**config.mk**
```make
export PLATFORM = sky130hd
export DESIGN_NAME = cmfta_front
export DESIGN_NICKNAME = d
export VERILOG_FILES = /design/src/cmfta_pkg.sv /design/src/cmfta_front.sv
export SDC_FILE = /design/constraint.sdc
export NUM_CORES = 1
export LEC_CHECK = 0
export BUFFER_PORTS_ARGS = -buffer_cell sky130_fd_sc_hd__buf_2
export CORE_MARGIN = 3
export CORE_UTILIZATION = 25
export DETAILED_ROUTE_END_ITERATION = 12
export PLACE_DENSITY_LB_ADDON = 0.2
export RECOVER_POWER = 25
export SLEW_MARGIN = 20
export SYNTH_ARGS = -nofsm -noshare
export SYNTH_HDL_FRONTEND = slang
export SYNTH_SLANG_ARGS = --single-unit
```
**constraint.sdc**
```tcl
create_clock -name vclk -period 13.6
set_input_delay 2.04 -clock vclk [all_inputs]
set_output_delay 2.04 -clock vclk [all_outputs]
set_load 0.02 [all_outputs]
```
**src/cmfta_pkg.sv**
```systemverilog
// Package: shared types and constants for the cube map face texel address block.
`default_nettype none
package cmfta_pkg;
  localparam int DirWidth  = 24;
  localparam int SizeBits  = 12;
  localparam int DimWidth  = SizeBits + 1;
  localparam int NumWidth  = DirWidth + 1;
  localparam int ProdWidth = NumWidth + DimWidth;

  localparam logic [1:0] CfgSkybox = 2'd0;
  localparam logic [1:0] CfgWidth  = 2'd1;
  localparam logic [1:0] CfgHeight = 2'd2;

  localparam logic [DimWidth-1:0] DimReset = DimWidth'(1024);

  typedef enum logic [1:0] {
    ST_TEXEL = 2'd0,
    ST_FLAT  = 2'd1,
    ST_BLACK = 2'd2
  } status_e;

  typedef enum logic [2:0] {
    FACE_RIGHT  = 3'd0,
    FACE_LEFT   = 3'd1,
    FACE_TOP    = 3'd2,
    FACE_BOTTOM = 3'd3,
    FACE_FRONT  = 3'd4,
    FACE_BACK   = 3'd5
  } face_e;

  typedef struct packed {
    logic signed [DirWidth-1:0] dir_x;
    logic signed [DirWidth-1:0] dir_y;
    logic signed [DirWidth-1:0] dir_z;
  } in_beat_t;

  typedef struct packed {
    logic [1:0]          status;
    logic [2:0]          face;
    logic [SizeBits-1:0] column;
    logic [SizeBits-1:0] row;
  } out_beat_t;

  typedef struct packed {
    status_e             status;
    face_e               face;
    logic [NumWidth-1:0] num_col;
    logic [NumWidth-1:0] num_row;
    logic [NumWidth-1:0] den;
  } work_t;
endpackage
`default_nettype wire

```
**src/cmfta_front.sv**
```systemverilog
// Front end: picks the major axis and face, forms the rational face coordinates.
`default_nettype none
module cmfta_front (
  input  cmfta_pkg::in_beat_t beat_i,
  input  logic                skybox_i,
  output cmfta_pkg::work_t    work_o
);
  import cmfta_pkg::*;

  logic [DirWidth-1:0]        ax, ay, az, a;
  logic signed [DirWidth+1:0] xs, ys, zs, as_, nu, nv;
  logic                       sel_x, sel_y;
  face_e                      face;
  logic [NumWidth-1:0]        den;

  always_comb begin
    xs = {{2{beat_i.dir_x[DirWidth-1]}}, beat_i.dir_x};
    ys = {{2{beat_i.dir_y[DirWidth-1]}}, beat_i.dir_y};
    zs = {{2{beat_i.dir_z[DirWidth-1]}}, beat_i.dir_z};
    ax = beat_i.dir_x[DirWidth-1] ? DirWidth'(-beat_i.dir_x) : beat_i.dir_x;
    ay = beat_i.dir_y[DirWidth-1] ? DirWidth'(-beat_i.dir_y) : beat_i.dir_y;
    az = beat_i.dir_z[DirWidth-1] ? DirWidth'(-beat_i.dir_z) : beat_i.dir_z;
    sel_x = (ax >= ay) && (ax >= az);
    sel_y = (ay >= ax) && (ay >= az);
    if (sel_x) begin
      a    = ax;
      as_  = {2'b00, ax};
      face = (!beat_i.dir_x[DirWidth-1] && (|beat_i.dir_x)) ? FACE_RIGHT : FACE_LEFT;
      nu   = (face == FACE_RIGHT) ? as_ - zs : as_ + zs;
      nv   = as_ + ys;
    end else if (sel_y) begin
      a    = ay;
      as_  = {2'b00, ay};
      face = (!beat_i.dir_y[DirWidth-1] && (|beat_i.dir_y)) ? FACE_TOP : FACE_BOTTOM;
      nu   = as_ + xs;
      nv   = as_ - zs;
    end else begin
      a    = az;
      as_  = {2'b00, az};
      face = (!beat_i.dir_z[DirWidth-1] && (|beat_i.dir_z)) ? FACE_FRONT : FACE_BACK;
      nu   = (face == FACE_FRONT) ? as_ + xs : as_ - xs;
      nv   = as_ + ys;
    end
    den = {a, 1'b0};
    work_o.face    = face;
    work_o.den     = den;
    work_o.num_col = nu[NumWidth-1:0];
    work_o.num_row = den - nv[NumWidth-1:0];
    if (!skybox_i) begin
      work_o.status = ST_FLAT;
    end else if (a == '0) begin
      work_o.status = ST_BLACK;
    end else begin
      work_o.status = ST_TEXEL;
    end
  end
endmodule
`default_nettype wire

```
==> impl_metrics.ini <==
[worst_hold_path]
hold_start = skybox_i
whs_path_depth = 3
hold_end = work_o[78]
hp-class = in -> out

[pwr]
ir_drop_uv = 51.7
p_total_mw = 2.09
p_leak_nw = 6.66
power.density_mw_per_mm2 = 145

[drt]
drc = 0
wl_per_cell_um = 20.1
dr.first_iter.drc_count = 784
routed_wl_um = 53800
routed_via_density = 5.22
route.vias.total = 13900
final_antenna_net_count = 0
dr.pass1.iters = 5

[die]
dieArea_sq_mm = 0.0542
start_util = 0.255
core_sq_mm = 0.0505
io_pins = 153
rows = 82
die_y_um = 233
die_x_um = 233

[worst_setup_path]
crit_fanout = 75
worst_ep_required_time_ps = 11560
end_kind = primary output
slowest_delay_ps = 640
start_kind = primary input
worstPathArrival_ps = 10690
criticalPathCategory = in -> out
crit_slowest_cell = o32a_1

[global_routing]
grt_pass1_vias = 13400
grt-ovfl-total = 0
antenna_found_initial = 7
gr-usage-all-layers = 0.190
grt_pass1_wl_um = 79400
grt_max_degree = 76

[sta]
post-route-period-util = 0.936
fmax_ghz = 0.0786
setup-tns-final_ps = 0
final_max_slew_viol_count = 0
relSlewSlack = 0.344
setup_violations = 0
rsz0062_at_grt = no
hold_ws_ps = 4390
hold_viol = 0
period_needed_ps = 12730
worst_pin_slew_ps = 974

[cts]
hold_buffers = 0
ctsResizeCount = 0
cts_setup_buffers = 0

[logic_synthesis]
synth_area_per_cell_sq_um = 6.89
synthCells = 1864
syn_nets = 2165
synth-seq-area-share = 0
yosysWarnings = 0
synth_cell_type_count = 87
syn-cell-area_sq_mm = 0.0128

[place]
port_buffers = 152
post-dp-hpwl_um = 47000
finalWeightedCongestion = 0.883

[outcome]
status = complete, no violations

[finish]
nClkBuffers = 0
nNetsFinal = 2299
area_growth_pct = 12.6
seq_cells = 0
seqCellArea_sq_um = 0
final_layout_size_suffix_gt1_frac = 0.106
final_util = 0.287

[job]
cap_viol_max_count = 0
## worst max path at each step
stage / cells after the start / endpoint / slack (ps) / start
after floorplan: 39 / work_o[49] / 2130 / beat_i[2]
after global placement: 37 / work_o[49] / 860 / beat_i[25]
after detailed placement: 36 / work_o[49] / 960 / beat_i[25]
after CTS: 37 / work_o[49] / 900 / beat_i[25]
after global routing: 37 / work_o[49] / 150 / beat_i[25]
final: 37 / work_o[49] / 870 / beat_i[48]
## per-layer routing
metal	wire, um	vias to the layer above	global-route usage
li1	-	7014	-
met1	26700	6521	0.274
met2	23400	342	0.306
met3	2230	53	0.0122
met4	1460	6	0.0452
met5	41	-	0
## cells by family after synthesis
logic type	count (synthesis)	share of synthesized area
muxes	38	0.0308
adders and majority gates	237	0.233
and+or+nand+nor	557	0.209
buffers and inverters	186	0.0596
other	1	0.000292
xor gates and xnor gates	254	0.174
AOI/OAI and AO/OA	591	0.293
## synthesized netlist by cell type (9+ instances only)
library cell  number  area (sq um)
a21oi_1          173           866
a21o_1            69           518
o41ai_1            9          78.8
clkbuf_1          21          78.8
nor4_1            13          81.3
a31oi_1           23           144
nand2_1          162           608
nor2_1           153           574
a21boi_0          10          75.1
o31ai_1           27           203
o21ai_0          141           706
nand4_1           19           119
mux2i_1           29           290
nor2b_1           24           150
nand2b_1          30           188
o21a_1            21           158
and3_1            15          93.8
xor2_1            72           631
inv_1            128           480
and2_1            12          75.1
nor3_1            38           190
buf_2             23           115
xnor2_1          181          1590
nand3_1           27           135
a211oi_1          24           180
or3_1             25           156
ha_1             221          2770
o21bai_1          18           135
## stage by stage
stage	area (sq um)	setup slack (ps)	instances
2_1_floorplan	12800	2130	1864
4_1_cts	14500	903	2668
6_report	14500	871	2671
3_3_place_gp	14500	857	2668
3_5_place_dp	14500	960	2668
5_1_grt	14500	150	2670
## final cells by class
type / count / area, sq um
tap: 672 / 841
fill: 5670 / 36000
inverter: 132 / 495
multi-input combinational: 1678 / 12100
timing repair buffer: 186 / 1020
antenna: 3 / 7.51
## placed cells by master (no fill, tap or decap), drive strengths merged, types with 9 or more instances in the layout
| cell | instances |
|---|---|
| o21a | 21 |
| clkbuf | 13 |
| a21boi | 11 |
| a211oi | 24 |
| xor2 | 72 |
| ha | 221 |
| nand2 | 163 |
| mux2i | 29 |
| nor4 | 13 |
| o31ai | 30 |
| nor2b | 24 |
| a31oi | 23 |
| nand3 | 27 |
| buf | 173 |
| a21oi | 173 |
| o21bai | 18 |
| nand2b | 30 |
| mux2 | 9 |
| nand4 | 19 |
| o21ai | 144 |
| a21o | 69 |
| maj3 | 9 |
| inv | 131 |
| xnor2 | 182 |
| o41ai | 13 |
| or3 | 26 |
| nor2 | 153 |
| nor3 | 38 |
| and3 | 15 |
| and2 | 12 |
## power breakdown
| part | internal, mW | switching [mW] |
|---|---|---|
| sequential | 0 | 0 |
| clock | 0.0000000295 | 0 |
| combinational | 0.781 | 1.31 |
## critical path: cells and delay by family
family,cells,cell delay [ps]
XOR/XNOR,3,920
AO/OA/AOI/OAI,16,3640
AND/OR/NAND/NOR,8,1520
buffers and inverters,7,1550
adder cells (fa/ha/maj),3,960
Note: power is estimated with default switching activity, not from simulation.
