File: src/cmfta_pkg.sv
// Package: shared types and constants for the cube map face texel address block.
`default_nettype none
package cmfta_pkg;
  localparam int DirWidth  = 24;
  localparam int SizeBits  = 12;
  localparam int DimWidth  = SizeBits + 1;
  localparam int NumWidth  = DirWidth + 1;
  localparam int ProdWidth = NumWidth + DimWidth;

  localparam logic [1:0] CfgSkybox = 2'd0;
  localparam logic [1:0] CfgWidth  = 2'd1;
  localparam logic [1:0] CfgHeight = 2'd2;

  localparam logic [DimWidth-1:0] DimReset = DimWidth'(1024);

  typedef enum logic [1:0] {
    ST_TEXEL = 2'd0,
    ST_FLAT  = 2'd1,
    ST_BLACK = 2'd2
  } status_e;

  typedef enum logic [2:0] {
    FACE_RIGHT  = 3'd0,
    FACE_LEFT   = 3'd1,
    FACE_TOP    = 3'd2,
    FACE_BOTTOM = 3'd3,
    FACE_FRONT  = 3'd4,
    FACE_BACK   = 3'd5
  } face_e;

  typedef struct packed {
    logic signed [DirWidth-1:0] dir_x;
    logic signed [DirWidth-1:0] dir_y;
    logic signed [DirWidth-1:0] dir_z;
  } in_beat_t;

  typedef struct packed {
    logic [1:0]          status;
    logic [2:0]          face;
    logic [SizeBits-1:0] column;
    logic [SizeBits-1:0] row;
  } out_beat_t;

  typedef struct packed {
    status_e             status;
    face_e               face;
    logic [NumWidth-1:0] num_col;
    logic [NumWidth-1:0] num_row;
    logic [NumWidth-1:0] den;
  } work_t;
endpackage
`default_nettype wire

File: src/cmfta_fifo.sv
// Two-entry queue between the front end and the divider pipeline.
`default_nettype none
module cmfta_fifo (
  input  logic             clk_i,
  input  logic             rst_ni,
  input  logic             push_i,
  input  cmfta_pkg::work_t data_i,
  output logic             full_o,
  input  logic             pop_i,
  output logic             valid_o,
  output cmfta_pkg::work_t data_o
);
  import cmfta_pkg::*;

  work_t      mem_q [2];
  logic       wr_q, wr_d, rd_q, rd_d;
  logic [1:0] cnt_q, cnt_d;
  logic       do_push, do_pop;

  assign full_o  = (cnt_q == 2'd2);
  assign valid_o = (cnt_q != 2'd0);
  assign data_o  = mem_q[rd_q];
  assign do_push = push_i && !full_o;
  assign do_pop  = pop_i && valid_o;

  always_comb begin
    wr_d  = do_push ? !wr_q : wr_q;
    rd_d  = do_pop ? !rd_q : rd_q;
    cnt_d = cnt_q + 2'(do_push) - 2'(do_pop);
  end

  always_ff @(posedge clk_i or negedge rst_ni) begin
    if (!rst_ni) begin
      wr_q  <= 1'b0;
      rd_q  <= 1'b0;
      cnt_q <= 2'd0;
    end else begin
      wr_q  <= wr_d;
      rd_q  <= rd_d;
      cnt_q <= cnt_d;
    end
  end

  always_ff @(posedge clk_i) begin
    if (do_push) begin
      mem_q[wr_q] <= data_i;
    end
  end

  a_cnt_bound: assert property (@(posedge clk_i) disable iff (!rst_ni) cnt_q != 2'd3)
    else $error("queue count out of range");
  a_pop_nonempty: assert property (@(posedge clk_i) disable iff (!rst_ni)
    cnt_q == 2'd0 |-> !do_pop)
    else $error("pop from empty queue");
  a_cnt_track: assert property (@(posedge clk_i) disable iff (!rst_ni)
    do_push && !do_pop |=> cnt_q == $past(cnt_q) + 2'd1)
    else $error("queue count lost a push");
endmodule
`default_nettype wire

File: config.mk
export PLATFORM = sky130hd
export DESIGN_NAME = cmfta_fifo
export DESIGN_NICKNAME = d
export VERILOG_FILES = /design/src/cmfta_pkg.sv /design/src/cmfta_fifo.sv
export SDC_FILE = /design/constraint.sdc
export NUM_CORES = 1
export LEC_CHECK = 0
export ABC_AREA = 1
export BUFFER_PORTS_ARGS = -buffer_cell sky130_fd_sc_hd__buf_2
export CAP_MARGIN = 20
export CELL_PAD_IN_SITES_DETAIL_PLACEMENT = 1
export CELL_PAD_IN_SITES_GLOBAL_PLACEMENT = 1
export CORE_MARGIN = 3
export CORE_UTILIZATION = 35
export CTS_CLUSTER_DIAMETER = 30
export DETAILED_ROUTE_END_ITERATION = 8
export HOLD_SLACK_MARGIN = 0.15
export PLACE_DENSITY_LB_ADDON = 0.2
export SYNTH_ARGS = -nofsm -noshare
export SYNTH_HDL_FRONTEND = slang
export SYNTH_SLANG_ARGS = --single-unit
File: constraint.sdc
create_clock -name clk_i -period 6.9 [get_ports clk_i]
set_clock_uncertainty 0.15 [all_clocks]
set_input_delay 0.345 -clock clk_i [delete_from_list [all_inputs] [get_ports clk_i]]
set_output_delay 0.345 -clock clk_i [all_outputs]
set_load 0.01 [all_outputs]
==> run summary, run 1 <==
RUN STATUS
------------------------------------------------------------------------------------------------------
Result of the run                                                                         finished clean

MIN PATH
------------------------------------------------------------------------------------------------------
Hold path start                                                                           wr_q$_DFFE_PN0N_
Worst Hold Path EP                                                                        wr_q$_DFFE_PN0N_
Number of cells on the worst hold path                                                               2
HP Class                                                                                  flop to flop

ROUTING
------------------------------------------------------------------------------------------------------
Total DRC errors in the routed layout                                                                0
Final ANT Viol Nets                                                                                  0
Avg Vias per Cell                                                                                 4.46
Via count                                                                                         4186
Wire per inst                                                                                  15.9 µm
Routed wire length                                                                            14900 µm
First drt pass iteration count                                                                       4
Count of routing violations after the opening detailed-route iteration                             181

CLOCKING
------------------------------------------------------------------------------------------------------
Total clock buffers created by CTS                                                                  17
Number of levels in the clock H-tree                                                                 4
Latest clock arrival within the worst-skew pair                                                0.42 ns
Clock net sink count                                                                               164
Clock transition at the register clock pins on the worst setup and hold paths after CTS        0.07 ns
Setup repair bufs after CTS                                                                          0
Clock tree from TritonCTS                                                                          yes
Library cell used as clock root buffer                                                    sky130_fd_sc_hd__clkbuf_16
# resized after CTS                                                                                  0
Max Root-Sink Buffers                                                                                2

FLOORPLANNING
------------------------------------------------------------------------------------------------------
Die area                                                                                     19000 µm²
Std-Cell Rows                                                                                       47
Starting Density                                                                                 36.2%
Count of pins on the block boundary                                                                166
Height of the chip                                                                              138 µm
Die Width                                                                                       138 µm
Area of the core                                                                             16800 µm²

GRT
------------------------------------------------------------------------------------------------------
Initial antenna violation count                                                                      0
Global-route total usage across every layer                                                      16.2%
Pin count of the biggest net entering global routing                                                82
GRT overflow                                                                                         0
Vias in the first global route                                                                    4539
Global-route wire length before repair                                                        23000 µm

STA
------------------------------------------------------------------------------------------------------
Final setup fails                                                                                    0
Remaining max-slew budget at the tightest pin                                                    53.8%
Time the final worst path needs with I/O delays and setup                                      3.18 ns
Number of failing hold endpoints at the final stage                                                  0
Fmax                                                                                         0.315 GHz
Worst-Margin Slew                                                                             0.694 ns
Final worst path period share                                                                    46.1%
Unrepaired setup endpoints after global routing                                                  false
Setup tns final                                                                                   0 ns
Final number of max-transition violations                                                            0

PLACED DESIGN
------------------------------------------------------------------------------------------------------
Half-perimeter wire length of the detailed placement result                                    8640 µm
Weighted congestion at the end of routability-driven global placement                            0.676
Count of input and output buffers                                                                  165

CRITICAL PATH
------------------------------------------------------------------------------------------------------
Crit path kind                                                                            flop to output port
Startpoint class of the critical path                                                             flop
Worst-path maximum fanout                                                                           81
Flop2flop setup slack                                                                          4.51 ns
Critical path launch point                                                                rd_q$_DFFE_PN0P_
Endpoint of the worst register-to-register path                                           mem_q[0][55]$_DFFE_PP_
Nature of the critical path endpoint                                                       output port
Cells on worst reg2reg path                                                                          4
Required time of the critical path                                                             6.40 ns
Arr. time, crit path                                                                           2.68 ns
Reg-to-Reg Start                                                                          cnt_q[1]$_DFF_PN0_

POWER
------------------------------------------------------------------------------------------------------
Largest vdd supply drop                                                                         201 µV
Relative contribution of the clock network to total power                                        27.2%
Switching component of the power                                                               1.17 mW
Cell leakage power                                                                             3.67 nW
Design internal power                                                                          2.25 mW
Power density of the placed cells                                                           401 nW/µm²
Part of the total power dissipated in combinational logic                                        30.6%
Sw frac                                                                                          34.3%
Register share of total power                                                                    42.2%

FINISH
------------------------------------------------------------------------------------------------------
Final core occ                                                                                   50.7%
Number of antenna diodes                                                                             0
Area Growth Syn to Fin                                                                           40.1%
Layout cell share with drive strength beyond 1                                                   28.4%
Nets                                                                                               791

LOGIC SYNTHESIS
------------------------------------------------------------------------------------------------------
Sequential cell area fraction in the yosys report                                                80.6%
Number of storage elements in the synthesis netlist                                                164
Synthesized netlist cell count                                                                     450
Biggest area consumer among synthesized cells                                             sky130_fd_sc_hd__edfxtp_1
Biggest area contributors in the synthesized netlist                                      sky130_fd_sc_hd__edfxtp_1 79%, sky130_fd_sc_hd__nand2_1 16%, sky130_fd_sc_hd__buf_6 1.7%, sky130_fd_sc_hd__dfrtp_1 1.6%, sky130_fd_sc_hd__buf_2 0.58%
Yosys synthesis warning count                                                                        0
Unique masters post-synth                                                                           11
Net count of the mapped netlist                                                                    536
Yosys top cell area share                                                                        79.0%
Mapped Area                                                                                   6080 µm²
Average cell area after synthesis                                                             13.5 µm²

JOB
------------------------------------------------------------------------------------------------------
Max-cap viol count                                                                                   0

-- synthesized netlist by cell type --
master                     instances
sky130_fd_sc_hd__dfrtp_1           4
sky130_fd_sc_hd__nand2_1         253
sky130_fd_sc_hd__buf_4             1
sky130_fd_sc_hd__ha_1              2
sky130_fd_sc_hd__inv_6             1
sky130_fd_sc_hd__buf_6             9
sky130_fd_sc_hd__nand3_1           3
sky130_fd_sc_hd__inv_1             9
sky130_fd_sc_hd__nor2_1            1
sky130_fd_sc_hd__edfxtp_1        160
sky130_fd_sc_hd__buf_2             7
-- cell usage in the layout (no fill, tap or decap) --
cell	n
sky130_fd_sc_hd__buf_2	165
sky130_fd_sc_hd__inv_6	4
sky130_fd_sc_hd__dfrtp_1	3
sky130_fd_sc_hd__clkinv_1	1
sky130_fd_sc_hd__nand2_1	253
sky130_fd_sc_hd__nor2_4	1
sky130_fd_sc_hd__edfxtp_1	160
sky130_fd_sc_hd__clkinv_4	3
sky130_fd_sc_hd__clkbuf_16	17
sky130_fd_sc_hd__nand3_1	3
sky130_fd_sc_hd__ha_1	2
sky130_fd_sc_hd__clkinvlp_4	4
sky130_fd_sc_hd__dlygate4sd3_1	84
sky130_fd_sc_hd__dfrtp_2	1
sky130_fd_sc_hd__buf_16	1
sky130_fd_sc_hd__clkinv_2	3
sky130_fd_sc_hd__buf_4	3
sky130_fd_sc_hd__bufinv_16	2
sky130_fd_sc_hd__inv_1	8
-- cells by family (layout without fill, tap and decap cells) --
group | after synthesis | in the layout | synth area share [%]
flops | 164 | 164 | 80.6
buf+inv | 27 | 295 | 3.06
fa+ha+maj | 2 | 2 | 0.411
simple gates | 257 | 257 | 15.9
-- worst max path at each step --
stage | cells past startpoint | slack, ns | to
final | 5 | 3.72 | data_o[79]
after global routing | 5 | 3.43 | data_o[79]
after CTS | 5 | 3.58 | data_o[79]
after detailed placement | 5 | 4.08 | data_o[79]
after global placement | 5 | 4.11 | data_o[56]
after floorplan | 3 | 2.34 | mem_q[1][0]$_DFFE_PP_
-- worst max-delay path, stage by stage (launching register included) --
cell                      delay, ns
sky130_fd_sc_hd__dfrtp_2       0.80
sky130_fd_sc_hd__buf_4         0.58
sky130_fd_sc_hd__inv_6         0.37
sky130_fd_sc_hd__nand2_1       0.16
sky130_fd_sc_hd__nand2_1       0.11
sky130_fd_sc_hd__buf_2         0.16
-- power by group through the flow --
stage          sequential (mW)  combinational [mW]  clock, mW
3_3_place_gp              1.46                1.01          0
6_report                  1.44                1.05      0.929
4_1_cts                   1.45                1.07      0.953
3_5_place_dp              1.47                1.02          0
5_1_grt                   1.47                1.19      0.991
2_1_floorplan             1.44               0.649          0
-- area by class of cell --
| type | count | area [µm²] |
|---|---|---|
| tap | 220 | 275 |
| clock buffer | 17 | 425 |
| timing repair buffer | 253 | 1720 |
| sequential | 164 | 4910 |
| multi-input combinational | 259 | 1000 |
| fill | 1774 | 8290 |
| clock inverter | 15 | 156 |
| inverter | 10 | 43.8 |
-- metrics by stage --
| step | hold slack, ns | instances | power, mW | setup WS, ns | cell area [µm²] |
|---|---|---|---|---|---|
| after floorplan | -0.101 | 450 | 2.09 | 2.34 | 6080 |
| after global placement | 0.00915 | 821 | 2.47 | 4.11 | 7070 |
| after detailed placement | 0.0103 | 821 | 2.49 | 4.08 | 7070 |
| after CTS | 0.346 | 937 | 3.47 | 3.58 | 8500 |
| after global routing | 0.377 | 938 | 3.65 | 3.43 | 8520 |
| final | 0.335 | 938 | 3.42 | 3.72 | 8520 |
-- routing by layer --
metal / part of all wire [%] / up-vias / global-route usage, % / routed length (µm)
li1: - / 2020 / - / -
met1: 41 / 2028 / 18.4 / 6090
met2: 52 / 120 / 29.1 / 7760
met3: 5.5 / 18 / 4.35 / 828
met4: 1.6 / 0 / 6.20 / 238
met5: 0 / - / 0 / 0
-- registers in the layout (all words and copies together) (netlist names) --
| name | count |
|---|---|
| mem_q | 160 |
| cnt_q | 2 |
| rd_q | 1 |
| wr_q | 1 |
-- timing repair --
item                                    CTS  global route
endpoints found under the setup margin    0             0
endpoints found under the hold margin   166             0
hold buffers                             84             0
Power figures use the tool's default switching activity.
==> run 2, diff against run 1 <==
- clock period: 6.9 -> 3 ns (I/O delays scaled with it)
==> run 2 against run 1 <==
Net effect:
- register-to-register slack lost 3.5 ns
- worst hold slack lost 0.039 ns
- non-clock buffer count grew 2
- flip-flop and latch count is the same
- first-iteration DRC count grew 8.8%
- wire length shrank 2.5%
- global-route usage shrank 0.49 points
==> run summary, run 2 (synthesis results as in run 1) <==
GRT
------------------------------------------------------------------------------------------------------
Initial antenna violation count                                                                      0   unchanged
Vias in the first global route                                                                    4536   -0.066%
Pin count of the biggest net entering global routing                                                82   unchanged
Global-route total usage across every layer                                                      15.7%   -0.49 points
Global-route wire length before repair                                                        22300 µm   -3.0%
GRT overflow                                                                                         0   unchanged

ROUTING
------------------------------------------------------------------------------------------------------
First drt pass iteration count                                                                       4   unchanged
Wire per inst                                                                                  15.5 µm   -2.6%
Total DRC errors in the routed layout                                                                0   unchanged
Avg Vias per Cell                                                                                 4.48   +0.37%
Final ANT Viol Nets                                                                                  0   unchanged
Count of routing violations after the opening detailed-route iteration                             197   +8.8%
Routed wire length                                                                            14500 µm   -2.5%
Via count                                                                                         4206   +0.48%

CLOCKING
------------------------------------------------------------------------------------------------------
Total clock buffers created by CTS                                                                  17   unchanged
Clock net sink count                                                                               164   unchanged
Setup repair bufs after CTS                                                                          0   unchanged
Latest clock arrival within the worst-skew pair                                                0.42 ns   about the same
Library cell used as clock root buffer                                                    sky130_fd_sc_hd__clkbuf_16
Max Root-Sink Buffers                                                                                2   unchanged
Clock tree from TritonCTS                                                                          yes
Clock transition at the register clock pins on the worst setup and hold paths after CTS        0.06 ns   about the same
Number of levels in the clock H-tree                                                                 4   unchanged

STA
------------------------------------------------------------------------------------------------------
Remaining max-slew budget at the tightest pin                                                    57.4%   +3.7 points
Time the final worst path needs with I/O delays and setup                                      2.39 ns
Worst-Margin Slew                                                                             0.638 ns   -0.0552 ns
Unrepaired setup endpoints after global routing                                                  false
Final number of max-transition violations                                                            0   unchanged
Final setup fails                                                                                    0   unchanged
Number of failing hold endpoints at the final stage                                                  0   unchanged
Setup tns final                                                                                   0 ns   unchanged
Final worst path period share                                                                    79.7%
Fmax                                                                                         0.418 GHz
Fin Hold WS                                                                                   0.296 ns   -0.0385 ns

FINISH
------------------------------------------------------------------------------------------------------
Max reg flops                                                                                      160   unchanged
Leading cell type in the layout, fill and taps excluded                                   sky130_fd_sc_hd__nand2_1
Nets                                                                                               793   +0.25%
Area Growth Syn to Fin                                                                           39.4%
Number of antenna diodes                                                                             0   unchanged
Layout cell share with drive strength beyond 1                                                   27.8%   -0.60 points
Largest registers                                                                         mem_q: 160 flops, cnt_q: 2 flops
Multi-input gate area                                                                         1000 µm²   unchanged
Most frequent cells in the layout                                                         253 x sky130_fd_sc_hd__nand2_1, 165 x sky130_fd_sc_hd__buf_2, 160 x sky130_fd_sc_hd__edfxtp_1
Register containing the most flip-flops in the final layout                                      mem_q
Storage cell area                                                                             4910 µm²   about the same
Number of fill cells in the layout                                                                1795   +1.2%

MIN PATH
------------------------------------------------------------------------------------------------------
HP Class                                                                                  input pin to flop
Worst Hold Path EP                                                                        mem_q[1][20]$_DFFE_PP_
Number of cells on the worst hold path                                                               2   unchanged
Hold path start                                                                             data_i[20]

FLOORPLANNING
------------------------------------------------------------------------------------------------------
Height of the chip                                                                              138 µm   unchanged
Area of the core                                                                             16800 µm²   unchanged
Starting Density                                                                                 36.2%   unchanged
Die area                                                                                     19000 µm²   unchanged
Count of pins on the block boundary                                                                166   unchanged
Die Width                                                                                       138 µm   unchanged
Std-Cell Rows                                                                                       47   unchanged

POWER
------------------------------------------------------------------------------------------------------
Total power consumption of the routed design                                                   7.62 mW   +120%
Cell leakage power                                                                             3.64 nW   -0.70%
Largest vdd supply drop                                                                         516 µV   +160%
Power density of the placed cells                                                           898 nW/µm²   +120%

CRITICAL PATH
------------------------------------------------------------------------------------------------------
Arr. time, crit path                                                                           2.09 ns   -0.59 ns
Flop2flop setup slack                                                                          1.05 ns   -3.46 ns
Cells on worst reg2reg path                                                                          5   +1
Crit path kind                                                                            flop to output port
Worst-path maximum fanout                                                                           81   unchanged
Startpoint class of the critical path                                                             flop
Reg-to-Reg Start                                                                          cnt_q[0]$_DFF_PN0_
Critical path launch point                                                                rd_q$_DFFE_PN0P_
Nature of the critical path endpoint                                                       output port
Required time of the critical path                                                             2.70 ns   -3.70 ns
Endpoint of the worst register-to-register path                                           mem_q[0][25]$_DFFE_PP_

PLACED DESIGN
------------------------------------------------------------------------------------------------------
Count of input and output buffers                                                                  165   unchanged
Weighted congestion at the end of routability-driven global placement                            0.701   +3.7%
Half-perimeter wire length of the detailed placement result                                    9300 µm   +7.7%

RUN STATUS
------------------------------------------------------------------------------------------------------
Result of the run                                                                         finished clean

JOB
------------------------------------------------------------------------------------------------------
Max-cap viol count                                                                                   0   unchanged

## run 2: layout make-up
class,instances,share of cell area [%]
clock inverters,11,0.767
well taps,220,3.25
multi-input cells,259,11.8
clock buffers,20,5.15
inverters,10,0.516
repair buffers,255,20.6
flip-flops and latches,164,57.9
## run 2: what timing repair did
item / 4_1_cts / 5_1_grt
hold endpoints to repair: 167 / 0
hold buffers: 84 / 0
resized for setup: 0 / 0
## run 2: worst max-delay path, cell delays in order (launching register included)
cell	delay [ns]
sky130_fd_sc_hd__dfrtp_4	0.69
sky130_fd_sc_hd__inv_6	0.52
sky130_fd_sc_hd__nand2_1	0.15
sky130_fd_sc_hd__nand2_1	0.10
sky130_fd_sc_hd__buf_2	0.13
## run 2: per-layer routing
| layer | vias up | global-route usage (%) | wire length, µm |
|---|---|---|---|
| met2 | 106 | 28.7 | 7690 |
| met3 | 26 | 3.23 | 603 |
| met4 | 0 | 7.68 | 398 |
| met1 | 2051 | 17.3 | 5850 |
| met5 | - | 0 | 0 |
| li1 | 2023 | - | - |
## run 2: worst max path at each step
stage	slack (ns)	to
2_1_floorplan	0.29	mem_q[0][0]$_DFFE_PP_
3_3_place_gp	1.03	mem_q[0][12]$_DFFE_PP_
3_5_place_dp	0.99	mem_q[0][14]$_DFFE_PP_
4_1_cts	0.56	data_o[71]
5_1_grt	0.43	data_o[61]
6_report	0.61	data_o[6]
## run 2: where the power goes
part	switching, mW	total [mW]	leakage, nW	internal [mW]
registers	0.220	3.35	1.54	3.13
clock network	0.830	1.87	0.234	1.04
logic	1.56	2.40	1.87	0.844
total	2.61	7.62	3.64	5.01
## run 2: stage by stage
stage / setup slack [ns] / util, % / cell area [µm²] / cells
finish: 0.608 / 50.4 / 8480 / 939
floorplan: 0.289 / - / 6090 / 450
global route: 0.429 / 50.4 / 8480 / 939
global placement: 1.03 / 42.4 / 7140 / 824
detailed placement: 0.994 / 42.4 / 7140 / 824
CTS: 0.557 / 50.4 / 8480 / 939
==> run 3, diff against run 2 <==
- ABC_AREA: 1 -> 0
- clock period: 3 -> 2.02 ns (I/O delays scaled with it)
==> run 3 against run 2 <==
Net effect:
- first-iteration DRC count shrank 51%
- register-to-register slack lost 0.93 ns
- worst hold slack lost 0.036 ns
- clock power grew 85%
- flip-flop and latch count is the same
- non-clock buffer count grew 1
- critical path type unchanged
==> run summary, run 3 <==
CLOCKING
------------------------------------------------------------------------------------------------------
Total clock buffers created by CTS                                                                  17   unchanged
Number of hold buffers added after CTS                                                              84   unchanged
Clock tree from TritonCTS                                                                          yes
Number of levels in the clock H-tree                                                                 4   unchanged
# resized after CTS                                                                                  0   unchanged
Library cell used as clock root buffer                                                    sky130_fd_sc_hd__clkbuf_16
Setup repair bufs after CTS                                                                          0   unchanged
Latest clock arrival within the worst-skew pair                                                0.41 ns   about the same
Max Root-Sink Buffers                                                                                2   unchanged
Clock net sink count                                                                               164   unchanged
Clock transition at the register clock pins on the worst setup and hold paths after CTS        0.06 ns   about the same

PLACED DESIGN
------------------------------------------------------------------------------------------------------
Setup slack after placement                                                                   0.136 ns   -0.858 ns
Placement-stage cell area                                                                     7460 µm²   +4.5%
Weighted congestion at the end of routability-driven global placement                            0.684   -2.4%
Placed Cells incl. Taps                                                                            655   -21%
Count of input and output buffers                                                                  165   unchanged
Half-perimeter wire length of the detailed placement result                                    8050 µm   -14%

FLOORPLANNING
------------------------------------------------------------------------------------------------------
Die Width                                                                                       141 µm   +2.3%
Area of the core                                                                             17500 µm²   +4.3%
Height of the chip                                                                              141 µm   +2.3%
Starting Density                                                                                 36.4%   +0.18 points
Count of pins on the block boundary                                                                166   unchanged
Die area                                                                                     19900 µm²   +4.6%
Std-Cell Rows                                                                                       48   +2.1%

POWER
------------------------------------------------------------------------------------------------------
Sw frac                                                                                          27.7%   -6.5 points
Largest vdd supply drop                                                                         675 µV   +31%
Power density of the placed cells                                                          1390 nW/µm²   +54%
Cell leakage power                                                                             3.60 nW   -1.2%
Relative contribution of the clock network to total power                                        27.9%   +3.4 points
Part of the total power dissipated in combinational logic                                        32.8%   +1.2 points
Design internal power                                                                          8.95 mW   +79%
Register share of total power                                                                    39.3%   -4.6 points
Switching component of the power                                                               3.44 mW   +32%
Total power consumption of the routed design                                                   12.4 mW   +63%

FINISH
------------------------------------------------------------------------------------------------------
Nets                                                                                               619   -22%
Filler-free cell count of the finished design                                                      771   -18%
Leading cell type in the layout, fill and taps excluded                                   sky130_fd_sc_hd__buf_2
Largest registers                                                                         mem_q: 160 flops, cnt_q: 2 flops
Register containing the most flip-flops in the final layout                                      mem_q
Cell area after layout                                                                        8940 µm²   +5.4%
Area Growth Syn to Fin                                                                           40.1%
Final core occ                                                                                   51.0%   +0.54 points
Number of antenna diodes                                                                             0   unchanged
Max reg flops                                                                                      160   unchanged
Most frequent cells in the layout                                                         165 x sky130_fd_sc_hd__buf_2, 160 x sky130_fd_sc_hd__edfxtp_1, 84 x sky130_fd_sc_hd__dlygate4sd3_1
Layout cell share with drive strength beyond 1                                                   52.4%   +25 points

STA
------------------------------------------------------------------------------------------------------
Fmax                                                                                         0.518 GHz
Fin Hold WS                                                                                   0.260 ns   -0.0365 ns
Unrepaired setup endpoints after global routing                                                  false
Remaining max-slew budget at the tightest pin                                                    75.6%   +18 points
Setup tns final                                                                                   0 ns   unchanged
Final worst path period share                                                                    95.5%
Number of failing hold endpoints at the final stage                                                  0   unchanged
Final setup fails                                                                                    0   unchanged
Post-layout worst setup margin                                                               0.0913 ns   -0.516 ns
Worst-Margin Slew                                                                             0.366 ns   -0.273 ns
Time the final worst path needs with I/O delays and setup                                      1.93 ns
Final number of max-transition violations                                                            0   unchanged

LOGIC SYNTHESIS
------------------------------------------------------------------------------------------------------
Yosys top cell area share                                                                        75.4%   -3.6 points
Prevailing post-synth register cell                                                       sky130_fd_sc_hd__edfxtp_1
Yosys synthesis warning count                                                                        0   unchanged
Mapped Area                                                                                   6380 µm²   +4.8%
Number of storage elements in the synthesis netlist                                                164   unchanged
Net count of the mapped netlist                                                                    353   -34%
Most repeated cell in the gate-level netlist after synthesis                              sky130_fd_sc_hd__edfxtp_1
Biggest area consumer among synthesized cells                                             sky130_fd_sc_hd__edfxtp_1
Unique masters post-synth                                                                           16   +5
Sequential cell area fraction in the yosys report                                                76.9%   -3.7 points
Synthesized netlist cell count                                                                     267   -41%
Biggest area contributors in the synthesized netlist                                      sky130_fd_sc_hd__edfxtp_1 75%, sky130_fd_sc_hd__mux2_4 19%, sky130_fd_sc_hd__buf_12 2.5%, sky130_fd_sc_hd__dfrtp_1 1.6%, sky130_fd_sc_hd__xnor2_1 0.41%
Post-synth ARST share                                                                            2.44%   unchanged
Average cell area after synthesis                                                             23.9 µm²   +77%
Number of enable-type register cells in the synthesized netlist                                    160   unchanged
Synth top cells by count                                                                  160 x sky130_fd_sc_hd__edfxtp_1, 79 x sky130_fd_sc_hd__mux2_4, 8 x sky130_fd_sc_hd__buf_12

CRITICAL PATH
------------------------------------------------------------------------------------------------------
Worst-path maximum fanout                                                                           44   -46%
Cells on worst reg2reg path                                                                          7   +2
Largest stage delay, worst path                                                                0.44 ns   -0.25 ns
Nature of the critical path endpoint                                                       output port
Flop2flop setup slack                                                                          0.12 ns   -0.93 ns
Startpoint class of the critical path                                                             flop
Slowest stage cell, crit path                                                             sky130_fd_sc_hd__dfrtp_4
Ordered cell list for the critical path                                                   buf_12, mux2_4, buf_2
Crit path kind                                                                            flop to output port
Arr. time, crit path                                                                           1.68 ns   -0.41 ns
Required time of the critical path                                                             1.77 ns   -0.93 ns

ROUTING
------------------------------------------------------------------------------------------------------
Total DRC errors in the routed layout                                                                0   unchanged
First drt pass iteration count                                                                       4   unchanged
Final ANT Viol Nets                                                                                  0   unchanged
Avg Vias per Cell                                                                                 4.36   -2.6%
Wire per inst                                                                                  16.4 µm   +6.1%
Count of routing violations after the opening detailed-route iteration                              96   -51%
Via count                                                                                         3364   -20%
Routed wire length                                                                            12700 µm   -13%

MIN PATH
------------------------------------------------------------------------------------------------------
Number of cells on the worst hold path                                                               2   unchanged
HP Class                                                                                  input pin to flop

GRT
------------------------------------------------------------------------------------------------------
GRT overflow                                                                                         0   unchanged
Vias in the first global route                                                                    3830   -16%
Initial antenna violation count                                                                      0   unchanged
Global-route wire length before repair                                                        20100 µm   -9.7%
Pin count of the biggest net entering global routing                                                60   -27%
Global-route total usage across every layer                                                      13.3%   -2.4 points

JOB
------------------------------------------------------------------------------------------------------
Max-cap viol count                                                                                   0   unchanged

RUN STATUS
------------------------------------------------------------------------------------------------------
Result of the run                                                                         finished clean

run 3: path summary, 6_finish.rpt:
check | start | to
max in group asynchronous | rst_ni | rd_q$_DFFE_PN0P_
worst max-delay path | rd_q$_DFFE_PN0P_ | data_o[52]
worst max register to register | cnt_q[1]$_DFF_PN0_ | cnt_q[1]$_DFF_PN0_
worst min-delay path | data_i[72] | mem_q[1][72]$_DFFE_PP_
min in group asynchronous | rst_ni | cnt_q[1]$_DFF_PN0_
worst min register to register | cnt_q[0]$_DFF_PN0_ | cnt_q[0]$_DFF_PN0_
run 3: kinds of logic (layout without fill, tap and decap cells):
kind of cell | after synthesis | after routing | share of synthesized area [%]
flip-flops | 164 | 164 | 76.9
multiplexers | 80 | 80 | 18.8
buffers and inverters | 11 | 290 | 2.81
AND/OR/NAND/NOR | 6 | 6 | 0.550
XOR/XNOR | 4 | 4 | 0.550
adder cells (fa/ha/maj) | 2 | 2 | 0.392
run 3: cell type report:
| class | count | area [µm²] |
|---|---|---|
| Multi-Input combinational cell | 92 | 1310 |
| Tap cell | 225 | 282 |
| Clock buffer | 18 | 429 |
| Sequential cell | 164 | 4910 |
| Fill cell | 1680 | 8600 |
| Timing Repair Buffer | 256 | 1790 |
| Inverter | 2 | 7.51 |
| Clock inverter | 14 | 208 |
run 3: power groups by stage:
stage / registers (mW) / clock network [mW] / logic (mW)
after global routing: 4.94 / 3.68 / 4.41
after global placement: 4.89 / 0 / 4.02
after detailed placement: 4.95 / 0 / 4.05
final: 4.87 / 3.46 / 4.07
after CTS: 4.88 / 3.54 / 4.19
after floorplan: 4.88 / 0 / 2.92
run 3: critical path, delay by kind of cell, from the launching register on:
family	cells	cell delay, ns
buffers and inverters	2	0.47
flip-flops	1	0.44
multiplexers	1	0.34
run 3: routing by layer:
metal	routed length, µm	up-vias	GRT usage (%)
met3	779	12	4.61
met2	6750	101	24.0
met5	0	-	0
met1	5000	1662	14.7
li1	-	1589	-
met4	141	0	4.13
